**src/rtl/sha_pkg.sv**
```systemverilog
// Package for the SHA-256 stream hasher: round constants, initial hash values,
// state encoding and helper functions. No dependencies.
package sha_pkg;

  typedef enum logic [2:0] {
    ST_IDLE,
    ST_PAD,
    ST_LOAD,
    ST_ROUND,
    ST_FOLD,
    ST_EMIT
  } state_e;

  localparam logic [7:0] PAD_MARK = 8'h80;
  localparam logic [5:0] LEN_OFFSET = 6'd56;
  localparam logic CMD_APPEND = 1'b0;
  localparam logic CMD_FINISH = 1'b1;

  localparam logic [31:0] INIT_HASH [8] = '{
    32'h6a09e667, 32'hbb67ae85, 32'h3c6ef372, 32'ha54ff53a,
    32'h510e527f, 32'h9b05688c, 32'h1f83d9ab, 32'h5be0cd19
  };

  localparam logic [31:0] ROUND_K [64] = '{
    32'h428a2f98, 32'h71374491, 32'hb5c0fbcf, 32'he9b5dba5,
    32'h3956c25b, 32'h59f111f1, 32'h923f82a4, 32'hab1c5ed5,
    32'hd807aa98, 32'h12835b01, 32'h243185be, 32'h550c7dc3,
    32'h72be5d74, 32'h80deb1fe, 32'h9bdc06a7, 32'hc19bf174,
    32'he49b69c1, 32'hefbe4786, 32'h0fc19dc6, 32'h240ca1cc,
    32'h2de92c6f, 32'h4a7484aa, 32'h5cb0a9dc, 32'h76f988da,
    32'h983e5152, 32'ha831c66d, 32'hb00327c8, 32'hbf597fc7,
    32'hc6e00bf3, 32'hd5a79147, 32'h06ca6351, 32'h14292967,
    32'h27b70a85, 32'h2e1b2138, 32'h4d2c6dfc, 32'h53380d13,
    32'h650a7354, 32'h766a0abb, 32'h81c2c92e, 32'h92722c85,
    32'ha2bfe8a1, 32'ha81a664b, 32'hc24b8b70, 32'hc76c51a3,
    32'hd192e819, 32'hd6990624, 32'hf40e3585, 32'h106aa070,
    32'h19a4c116, 32'h1e376c08, 32'h2748774c, 32'h34b0bcb5,
    32'h391c0cb3, 32'h4ed8aa4a, 32'h5b9cca4f, 32'h682e6ff3,
    32'h748f82ee, 32'h78a5636f, 32'h84c87814, 32'h8cc70208,
    32'h90befffa, 32'ha4506ceb, 32'hbef9a3f7, 32'hc67178f2
  };

  function automatic logic [31:0] ror32(logic [31:0] x, int n);
    ror32 = (x >> n) | (x << (32 - n));
  endfunction

endpackage

```
**src/rtl/sha_ram.sv**
```systemverilog
// Generic single-port synchronous RAM with registered read.
// No dependencies.
module sha_ram #(
  parameter int Width = 8,
  parameter int Depth = 64
) (
  input  logic                     clk_i,
  input  logic                     we_i,
  input  logic [$clog2(Depth)-1:0] addr_i,
  input  logic [Width-1:0]         wdata_i,
  output logic [Width-1:0]         rdata_o
);

  logic [Width-1:0] mem_q [Depth];

  // Read-first: a read of the address being written returns the old data; read data registered.
  always_ff @(posedge clk_i) begin
    if (we_i) begin
      mem_q[addr_i] <= wdata_i;
    end
    rdata_o <= mem_q[addr_i];
  end

endmodule

```
**src/rtl/sha_round.sv**
```systemverilog
// SHA-256 round datapath: message schedule window and working variables.
// Depends on sha_pkg.
module sha_round import sha_pkg::*; (
  input  logic        clk_i,
  input  logic        init_i,     // load working variables from chain
  input  logic [31:0] chain_i [8],
  input  logic        shift_i,    // shift one byte into the schedule window
  input  logic [7:0]  byte_i,
  input  logic        step_i,     // run one round
  input  logic [5:0]  round_i,
  output logic [31:0] vars_o [8]
);

  logic [31:0] w_q [16];
  logic [31:0] v_q [8];
  logic [31:0] w_new, w_cur, s0, s1, sig0, sig1, ch, maj, t1, t2;

  // Schedule: the first 16 rounds use the loaded words, later ones the expansion.
  always_comb begin
    s0 = ror32(w_q[1], 7) ^ ror32(w_q[1], 18) ^ (w_q[1] >> 3);
    s1 = ror32(w_q[14], 17) ^ ror32(w_q[14], 19) ^ (w_q[14] >> 10);
    w_new = w_q[0] + s0 + w_q[9] + s1;
    w_cur = w_q[0];
    sig1 = ror32(v_q[4], 6) ^ ror32(v_q[4], 11) ^ ror32(v_q[4], 25);
    ch = (v_q[4] & v_q[5]) ^ (~v_q[4] & v_q[6]);
    t1 = v_q[7] + sig1 + ch + ROUND_K[round_i] + w_cur;
    sig0 = ror32(v_q[0], 2) ^ ror32(v_q[0], 13) ^ ror32(v_q[0], 22);
    maj = (v_q[0] & v_q[1]) ^ (v_q[0] & v_q[2]) ^ (v_q[1] & v_q[2]);
    t2 = sig0 + maj;
  end

  // Window of 16 words; during loading bytes enter big-endian at the tail.
  always_ff @(posedge clk_i) begin
    if (shift_i) begin
      for (int i = 0; i < 15; i++) begin
        w_q[i] <= {w_q[i][23:0], w_q[i+1][31:24]};
      end
      w_q[15] <= {w_q[15][23:0], byte_i};
    end else if (step_i) begin
      for (int i = 0; i < 15; i++) begin
        w_q[i] <= w_q[i+1];
      end
      w_q[15] <= w_new;
    end
  end

  // Working variables a..h.
  always_ff @(posedge clk_i) begin
    if (init_i) begin
      v_q <= chain_i;
    end else if (step_i) begin
      v_q[7] <= v_q[6];
      v_q[6] <= v_q[5];
      v_q[5] <= v_q[4];
      v_q[4] <= v_q[3] + t1;
      v_q[3] <= v_q[2];
      v_q[2] <= v_q[1];
      v_q[1] <= v_q[0];
      v_q[0] <= t1 + t2;
    end
  end

  assign vars_o = v_q;

endmodule

```
**src/rtl/sha256_stream_hasher.sv**
```systemverilog
// Top level of the SHA-256 stream hasher: control, byte count, block buffer.
// Depends on sha_pkg, sha_ram and sha_round.
//
// An append beat stores the byte in a 64x8 block RAM.
// The 64th byte starts a block pass. First, the RAM is read into the schedule
// window, one byte per cycle through the single RAM port, whose read data is
// registered. Then come the 64 rounds and a fold step. A finish beat writes
// the pad bytes into the RAM, one per cycle. This is 9 to 72 bytes, so one
// or two block passes follow. The block then offers the eight digest words,
// index 0 first, with tlast on the eighth. No input is taken while a block
// pass, padding or the digest output is in progress.
module sha256_stream_hasher import sha_pkg::*; (
  input  logic        clk_i,
  input  logic        rst_ni,
  input  logic        s_axis_tvalid,
  output logic        s_axis_tready,
  input  logic [7:0]  s_axis_tdata,   // [7:0] data_byte
  input  logic        s_axis_tuser,   // [0] command
  output logic        m_axis_tvalid,
  input  logic        m_axis_tready,
  output logic [39:0] m_axis_tdata,   // [31:0] digest_word, [34:32] word_index, rest 0
  output logic        m_axis_tlast    // last_word
);

  state_e state_q, state_d;
  logic [63:0] count_q, count_d;
  logic [63:0] bitlen_q, bitlen_d;
  logic        fin_q, fin_d;         // a finish is in progress
  logic        mark_q, mark_d;       // pad mark already written
  logic        len_blk_q, len_blk_d; // the current pad block carries the length
  logic [6:0]  step_q, step_d;       // load/round step counter
  logic [2:0]  widx_q, widx_d;
  logic [31:0] chain_q [8];
  logic [31:0] vars [8];

  logic       ram_we;
  logic [5:0] ram_addr;
  logic [7:0] ram_wdata, ram_rdata;
  logic       in_fire, out_fire;
  logic       rnd_init, rnd_shift, rnd_step;
  logic [7:0] pad_byte;
  logic [5:0] pos;

  assign in_fire  = s_axis_tvalid && s_axis_tready;
  assign out_fire = m_axis_tvalid && m_axis_tready;
  assign pos      = count_q[5:0];

  sha_ram #(.Width(8), .Depth(64)) u_buf (
    .clk_i   (clk_i),
    .we_i    (ram_we),
    .addr_i  (ram_addr),
    .wdata_i (ram_wdata),
    .rdata_o (ram_rdata)
  );

  sha_round u_round (
    .clk_i   (clk_i),
    .init_i  (rnd_init),
    .chain_i (chain_q),
    .shift_i (rnd_shift),
    .byte_i  (ram_rdata),
    .step_i  (rnd_step),
    .round_i (step_q[5:0]),
    .vars_o  (vars)
  );

  // Pad byte for the current position: mark first, then zeros, and the
  // big-endian length in the last eight bytes of the block that has room.
  always_comb begin
    if (!mark_q) begin
      pad_byte = PAD_MARK;
    end else if (len_blk_q && pos >= LEN_OFFSET) begin
      pad_byte = bitlen_q[{~pos[2:0], 3'b000} +: 8];
    end else begin
      pad_byte = 8'h00;
    end
  end

  // Next state.
  always_comb begin
    state_d = state_q;
    case (state_q)
      ST_IDLE: begin
        if (in_fire && s_axis_tuser == CMD_FINISH) begin
          state_d = ST_PAD;
        end else if (in_fire && pos == 6'd63) begin
          state_d = ST_LOAD;
        end
      end
      ST_PAD:   if (pos == 6'd63) state_d = ST_LOAD;
      ST_LOAD:  if (step_q == 7'd64) state_d = ST_ROUND;
      ST_ROUND: if (step_q == 7'd63) state_d = ST_FOLD;
      ST_FOLD: begin
        if (!fin_q) state_d = ST_IDLE;
        else if (len_blk_q) state_d = ST_EMIT;
        else state_d = ST_PAD;
      end
      ST_EMIT:  if (out_fire && widx_q == 3'd7) state_d = ST_IDLE;
      default:  state_d = ST_IDLE;
    endcase
  end

  // Outputs and datapath control.
  always_comb begin
    count_d   = count_q;
    bitlen_d  = bitlen_q;
    fin_d     = fin_q;
    mark_d    = mark_q;
    len_blk_d = len_blk_q;
    step_d    = step_q;
    widx_d    = widx_q;
    ram_we    = 1'b0;
    ram_addr  = pos;
    ram_wdata = s_axis_tdata;
    rnd_init  = 1'b0;
    rnd_shift = 1'b0;
    rnd_step  = 1'b0;
    s_axis_tready = (state_q == ST_IDLE);
    case (state_q)
      ST_IDLE: begin
        step_d = '0;
        if (in_fire && s_axis_tuser == CMD_APPEND) begin
          ram_we  = 1'b1;
          count_d = count_q + 64'd1;
        end else if (in_fire) begin
          bitlen_d  = {count_q[60:0], 3'b000};
          fin_d     = 1'b1;
          mark_d    = 1'b0;
          len_blk_d = 1'b0;
        end
      end
      ST_PAD: begin
        ram_we    = 1'b1;
        ram_wdata = pad_byte;
        count_d   = count_q + 64'd1;
        step_d    = '0;
        // The length fits behind the mark only if the mark lands before offset 56.
        if (!mark_q) begin
          mark_d    = 1'b1;
          len_blk_d = (pos < LEN_OFFSET);
        end
      end
      ST_LOAD: begin
        ram_addr  = step_q[5:0];
        rnd_shift = (step_q != 7'd0);
        rnd_init  = 1'b1;
        step_d    = (step_q == 7'd64) ? 7'd0 : step_q + 7'd1;
      end
      ST_ROUND: begin
        rnd_step = 1'b1;
        step_d   = step_q + 7'd1;
      end
      ST_FOLD: begin
        step_d = '0;
        // A pad block without the length is followed by one that has it.
        if (fin_q && !len_blk_q) begin
          len_blk_d = 1'b1;
        end
      end
      ST_EMIT: begin
        if (out_fire) begin
          widx_d = widx_q + 3'd1;
          if (widx_q == 3'd7) begin
            count_d   = '0;
            fin_d     = 1'b0;
            mark_d    = 1'b0;
            len_blk_d = 1'b0;
          end
        end
      end
      default: ;
    endcase
  end

  // State registers; the chain is folded after each pass and restarted after
  // the last digest beat.
  always_ff @(posedge clk_i or negedge rst_ni) begin
    if (!rst_ni) begin
      state_q   <= ST_IDLE;
      count_q   <= '0;
      bitlen_q  <= '0;
      fin_q     <= 1'b0;
      mark_q    <= 1'b0;
      len_blk_q <= 1'b0;
      step_q    <= '0;
      widx_q    <= '0;
      for (int i = 0; i < 8; i++) chain_q[i] <= INIT_HASH[i];
    end else begin
      state_q   <= state_d;
      count_q   <= count_d;
      bitlen_q  <= bitlen_d;
      fin_q     <= fin_d;
      mark_q    <= mark_d;
      len_blk_q <= len_blk_d;
      step_q    <= step_d;
      widx_q    <= widx_d;
      if (state_q == ST_FOLD) begin
        for (int i = 0; i < 8; i++) chain_q[i] <= chain_q[i] + vars[i];
      end
      if (state_q == ST_EMIT && out_fire && widx_q == 3'd7) begin
        for (int i = 0; i < 8; i++) chain_q[i] <= INIT_HASH[i];
      end
    end
  end

  // Digest words are offered straight from the chaining registers.
  assign m_axis_tvalid = (state_q == ST_EMIT);
  assign m_axis_tdata  = {5'd0, widx_q, chain_q[widx_q]};
  assign m_axis_tlast  = (widx_q == 3'd7);

`ifndef SYNTHESIS
  assert property (@(posedge clk_i) disable iff (!rst_ni)
    m_axis_tvalid |-> !s_axis_tready)
    else $error("input accepted during digest output");
  assert property (@(posedge clk_i) disable iff (!rst_ni)
    (state_q == ST_ROUND) |-> (step_q < 7'd64))
    else $error("round counter out of range");
  assert property (@(posedge clk_i) disable iff (!rst_ni)
    (m_axis_tvalid && !m_axis_tready) |=> $stable(widx_q))
    else $error("digest index moved while stalled");
`endif

endmodule

```
**config.mk**
```make
export PLATFORM = sky130hd
export DESIGN_NAME = sha256_stream_hasher
export DESIGN_NICKNAME = d
export VERILOG_FILES = /design/src/rtl/sha_pkg.sv /design/src/rtl/sha_ram.sv /design/src/rtl/sha_round.sv /design/src/rtl/sha256_stream_hasher.sv
export SDC_FILE = /design/constraint.sdc
export NUM_CORES = 2
export LEC_CHECK = 0
export ABC_AREA = 1
export ABC_CLOCK_PERIOD_IN_PS = 20400
export BUFFER_PORTS_ARGS = -buffer_cell sky130_fd_sc_hd__clkbuf_2
export CAP_MARGIN = 40
export CORE_UTILIZATION = 55
export DETAILED_ROUTE_END_ITERATION = 8
export PLACE_DENSITY_LB_ADDON = 0.2
export SLEW_MARGIN = 20
export SYNTH_ARGS = -nofsm -noshare
export SYNTH_HDL_FRONTEND = slang
export SYNTH_SLANG_ARGS = --single-unit
```
**constraint.sdc**
```tcl
create_clock -name clk_i -period 20.4 [get_ports clk_i]
set_input_delay 1.02 -clock clk_i [delete_from_list [all_inputs] [get_ports clk_i]]
set_output_delay 1.02 -clock clk_i [all_outputs]
set_load 0.05 [all_outputs]
```
**Word-level counts from Yosys, hierarchy flattened**

Memories as Yosys holds them, arrays and structs flattened. A register that Yosys moved wholly into a read port is not among the register bits.
Index checks and enable logic that the tools add are counted.

- $add $sub $neg: 21
- Multipliers: 0
- Div/mod/pow operators: 0
- $lt $le $gt $ge: 4
- Eq/ne operators: 21
- Shift operators: 1
- Mux-type cells: 67
- Bitwise gates (word level): 48
- Reduce and logical (&&, ||, !) cells: 27

Operators with widths:

| cell | count |
|---|---|
| 2-to-1 mux 256 bit | 4 |
| 2-to-1 mux 32 bit | 20 |
| adder 32 bit | 18 |
| bitwise XOR 32 bit | 9 |
| 2-to-1 mux 64 bit | 3 |
| one-hot mux 64 bit (3 select lines) | 1 |
| bitwise AND 32 bit | 5 |
| binary-select mux 32 bit (select 3 bit) | 1 |
| adder 64 x 1 -> 64 bit (second input constant) | 1 |
| variable part select 64 x 7 -> 8 bit | 1 |
| NOT 32 bit | 1 |
| OR 10 x 32 -> 32 bit | 1 |
| OR 13 x 32 -> 32 bit | 1 |
| OR 14 x 32 -> 32 bit | 1 |
| OR 15 x 32 -> 32 bit | 1 |
| OR 19 x 32 -> 32 bit | 1 |
| OR 21 x 32 -> 32 bit | 1 |
| OR 25 x 32 -> 32 bit | 1 |
| OR 26 x 32 -> 32 bit | 1 |
| OR 30 x 32 -> 32 bit | 1 |
| OR 7 x 32 -> 32 bit | 1 |
| bitwise XOR 32 x 22 -> 32 bit | 1 |
| bitwise XOR 32 x 29 -> 32 bit | 1 |
| 2-to-1 mux 3 bit | 8 |
| other kinds (42) | 105 |

- Register bits after elaboration: 653
- Latch bits: 0
- Bits in writable memories: 1,024
- Bits in read-only memories: 2,048
- Output and inout port bits: 43
- Word-level logic and storage cells: 216
- Memories kept: 3

Memory list:

| name | words | bits a word | rd ports | clocked after Yosys merged registers in | write ports | line | RTL |
|---|---|---|---|---|---|---|---|
| (no name shown) | 64 | 32 | 1 | 0 | 0 | sha_round.sv:26 | `t1 = v_q[7] + sig1 + ch + ROUND_K[round_i] + w_cur;` |
| u_buf.mem_q | 64 | 8 | 1 | 1 | 1 | sha_ram.sv:14 | `logic [Width-1:0] mem_q [Depth];` |
| u_round.w_q | 16 | 32 | 16 | 0 | 16 | sha_round.sv:14 | `logic [31:0] w_q [16];` |

**Depth between registers and ports, before layout**

- Depth in word-level cells: 10
- Mapped depth: 50

**Modules after synthesis**

From an unflattened synthesis, not the netlist that was laid out.

- Cell total of the unflattened synthesis: 13,976
- Area, all modules: 109,655.2 sq um

Modules (own cells, without submodules):

| module | times used | cells each | area an instance (sq um) | seq. area each (sq um) |
|---|---|---|---|---|
| sha_round | 1 | 5,500 | 50,016.7 | 23,062.1 |
| sha256_stream_hasher | 1 | 6,314 | 37,634.8 | 10,029.6 |
| sha_ram | 1 | 2,162 | 22,003.6 | 15,534.9 |

**Worst setup path after synthesis**

Ideal clock, no wire load.

- Path kind: register to register
- Start point: register state_q[1]
- End point: memory u_round.w_q[0][0], enable pin
- Arrival time: 16.140 ns
- Data required time: 19.499 ns
- Slack: 3.359 ns
- Cell stages (with the launch flop): 10
- Clock period less this slack: 17.041 ns
- Cell sequence: dfrtp_1 -> inv_2 -> nor2_4 -> nand2_2 -> buf_6 -> inv_1 -> nand2_1 -> clkbuf_1 -> clkbuf_1 -> nand2_1

RTL lines:

| element | line | RTL |
|---|---|---|
| start: declaration | sha256_stream_hasher.sv:25 | `state_e state_q, state_d;` |
| start signal: assignment | sha256_stream_hasher.sv:189 | `state_q <= state_d;` |
| end: declaration | sha_round.sv:14 |  |

**Final worst setup path**

- Start point: register step_q[1]
- End point: register u_round.v_q (netlist bit u_round.vars_o[247]), data pin

- Word-level cells in the longest chain between the ends: 9

Ends and longest elaborated chain:

| element | line | RTL |
|---|---|---|
| start: declaration | sha256_stream_hasher.sv:31 | `logic [6:0] step_q, step_d;` |
| start signal: assignment | sha256_stream_hasher.sv:195 | `step_q <= step_d;` |
| NOT 6 -> 7 bit (implied by the code) | sha_round.sv:26 |  |
| memory (64 x 32 bit) | -- |  |
| 2-to-1 mux 32 bit (implied by the code) (2 in series) | sha_round.sv:26 |  |
| adder 32 bit (2 in series) | sha_round.sv:26 |  |
| adder 32 bit | sha_round.sv:59 | `v_q[0] <= t1 + t2;` |
| 2-to-1 mux 256 bit | sha_round.sv:51 | `end else if (step_i) begin` |
| 2-to-1 mux 256 bit | sha_round.sv:49 | `if (init_i) begin` |
| end signal: assignment | sha_round.sv:50 | `v_q <= chain_i;` |
| end: declaration | sha_round.sv:15 | `logic [31:0] v_q [8];` |

No other way between the ends. The select of a mux whose other input is x is not followed.
A chain may end at the register's enable or synchronous reset.

==> impl_metrics.toml <==
[floorplan]
placement_rows = 161
initial_core_utilization_pct = 55.4
placeableCoreArea_sq_um = 193000
die_w_microns = 443
die_y_microns = 443
num_io_pins = 56
floorplan.die_area_sq_um = 196000

[critical_path]
element_type_at_the_critical_path_end = "register"
critPathMaxStageDelay_ns = 0.77
timing.critical_path.arrival_ns = 10.04
number_of_buffer_and_inverter_instances_along_the_worst_setup_path = 6
critical_path.slowest_cell = "dfrtp_1"
crit_required_ns = 20.97
crit_path_max_fanout = 14
worst_setup_path_start_kind = "register"
cp_common_cell = "nand2_1"
kind_of_cell_with_the_highest_combined_delay_on_the_critical_path = "adder cells"
critical_path_class = "reg2reg"

[yosys]
mappedNetlistArea_sq_um = 107000
synth_seq_cells = 1682
post_synthesis_cell_type_with_the_largest_combined_area = "edfxtp_1"
ys_seq_area_share_pct = 45.5
syn-instance-count = 13300
ys_async_sr_fraction_pct = 23.4
syn_avg_cell_area_sq_um = 8.05
most_used_flip_flop_cell_after_synthesis = "edfxtp_1"
post_synth_top_area_share_pct = 36.0
yosysWarningCount = 0
count_of_flip_flops_with_a_built_in_enable_after_synthesis = 1280
synthDistinctLibCells = 69
yosys.cell_count.top_type = "nand2_1"
synth_area_leaders = "edfxtp_1 (36%), nand2_1 (15%), dfrtp_1 (6.0%)"
synth_commonest_cells = "nand2_1 (4,294), inv_1 (1,524), edfxtp_1 (1,280), o21ai_0 (1,200), nor2_1 (918)"

[flow_run]
max_cap_viol_count = 0

[clocking]
post_cts_resized = 0
tritoncts = "done"
postCtsHoldBufs = 0
clock_network_latency_to_the_later_pin_of_the_worst_skew_pair_ns = 0.89
postCtsSetupRepairBufs = 0
cts_root_buffer = "clkbuf_16"
cts_max_level = 4
clk_transition_reported_paths_ns = 0.06
inserted_clock_buffers = 184
tritoncts_num_sinks = 1682
max-clock-path-buffers = 3

[sta]
fin_crit_ns = 9.47
finalSetupViolCount = 0
grt_setup_unrepaired = "no"
layout_worst_path_cycle_share_pct = 46.4
hold_viol = 0
worst_case_clock_skew_ns = 0.0693
max_slew.worst_pin.slew_ns = 1.16
slew_viol_final = 0
max_freq_mhz = 106
slew-limit-headroom_pct = 22.7
finalSetupTns_ns = 0

[detailed_routing]
route.detailed.drc = 0
num_vias = 95900
detail_route.wirelength_microns = 405000
routed_wire_length_per_instance_microns = 25.6
first_pass_iters = 9
drt_iter0_markers = 13000
antenna_violating_nets_post_route = 0
average_via_count_per_standard_cell = 6.07

[global_routing]
grt_first_pass_wirelength_microns = 589000
grt_overflow_total = 0
grt_max_degree = 156
globalRoute.busiestLayer = "met2"
met3_global_route_usage_pct = 8.72
global_route_met1_usage_pct = 53.8
initial_antenna_violation_count = 14
met2_usage_pct = 61.1
grt.total_usage_pct = 40.5
first_global_vias = 90100

[final_layout]
area_growth_syn_to_layout_pct = 8.81
fillers = 17100
post_route_cells_drive_above_1_share_pct = 5.52
final_cell_area_sq_um = 116000
number_of_nets_at_the_end_of_the_flow = 13700

[placed_design]
post_dp_cell_area_sq_um = 110000
portBuffers = 50
routabilityCongestion = 1.10
hpwl_microns = 303000

[status]
outcome = "completed"

[worst_hold_path]
hp-class = "in2async"
==> through the flow <==
step / setup WS (ns) / hold slack (ns) / utilization, % / instances
floorplan: 3.36 / 0.437 / - / 13300
global placement: 11.24 / 0.448 / 56.6 / 15400
detailed placement: 11.21 / 0.454 / 56.8 / 15400
CTS: 11.21 / 0.209 / 60.1 / 15800
global route: 10.50 / 0.215 / 60.3 / 15800
finish: 10.93 / 0.153 / 60.3 / 15800
==> cell type report <==
cell class | instances | area, sq um | area share, %
Sequential cell | 1682 | 48600 | 41.8
Multi-Input combinational cell | 9492 | 50400 | 43.4
Clock buffer | 234 | 4990 | 4.29
Antenna cell | 18 | 45.0 | 0.0387
Tap cell | 2526 | 3160 | 2.72
Clock inverter | 111 | 1380 | 1.19
Inverter | 1548 | 5830 | 5.02
Timing Repair Buffer | 194 | 1810 | 1.56
==> sequential cells by signal, indices dropped and copies added (netlist names), 3 cells and up <==
register and flops:
chain_q 256, count_q 61, state_q 3, u_round.w_q 512
widx_q 3, u_buf.rdata_o 8, u_round.vars_o 256, step_q 7
u_buf.mem_q 512, bitlen_q 61
==> cell families (layout without fill, tap and decap cells) <==
kind of cell,count (synthesis),in the layout,share of synthesized area [%]
AO/OA/AOI/OAI,2422,2422,12.5
flip-flops,1682,1682,45.5
adder cells (fa/ha/maj),590,590,8.28
XOR/XNOR,400,400,3.28
buffers and inverters,2097,2087,7.47
AND/OR/NAND/NOR,6045,6045,22.6
other,1,23,0.00351
multiplexers,30,30,0.303
==> placed cells by master (no fill, tap or decap), drive strengths merged, types with 111 or more instances in the layout <==
master,count
inv,1545
dfrtp,258
fa,195
o21ai,1209
ha,394
buf,144
xor2,236
nand3,481
edfxtp,1280
nand4,137
xnor2,164
dfstp,136
nand2,4295
clkbuf,284
a21oi,675
nor2,920
nor3,135
o22ai,111
==> worst register-to-register path, delay by kind of cell, from the launching register on <==
family	cells	cell delay, ns
and+or+nand+nor	17	2.49
xor gates and xnor gates	1	0.37
adders and majority gates	7	3.18
AOI/OAI and AO/OA	6	1.37
DFF	1	0.77
buffers and inverters	6	1.03
==> routing by layer <==
metal | wire (microns) | vias to the layer above
li1 | - | 43400
met5 | 45 | -
met3 | 44800 | 1132
met2 | 176000 | 5761
met1 | 155000 | 45600
met4 | 28900 | 6
==> final timing paths <==
| kind | startpoint | end | slack, ns | depth (start not counted) |
|---|---|---|---|---|
| min in group clk_i | bitlen_q[7] | bitlen_q[7] | 0.48 | 2 |
| max | step_q[1] | u_round.vars_o[247] | 10.93 | 37 |
| max in group asynchronous | rst_ni | chain_q[93] | 18.41 | 3 |
| min reg2reg | bitlen_q[7] | bitlen_q[7] | 0.48 | 2 |
| min | rst_ni | chain_q[190] | 0.15 | 1 |
| max reg2reg | step_q[1] | u_round.vars_o[247] | 10.93 | 37 |
Power is not shown: default switching activity piles up to over one toggle a cycle in this logic, so the estimate is an artifact.
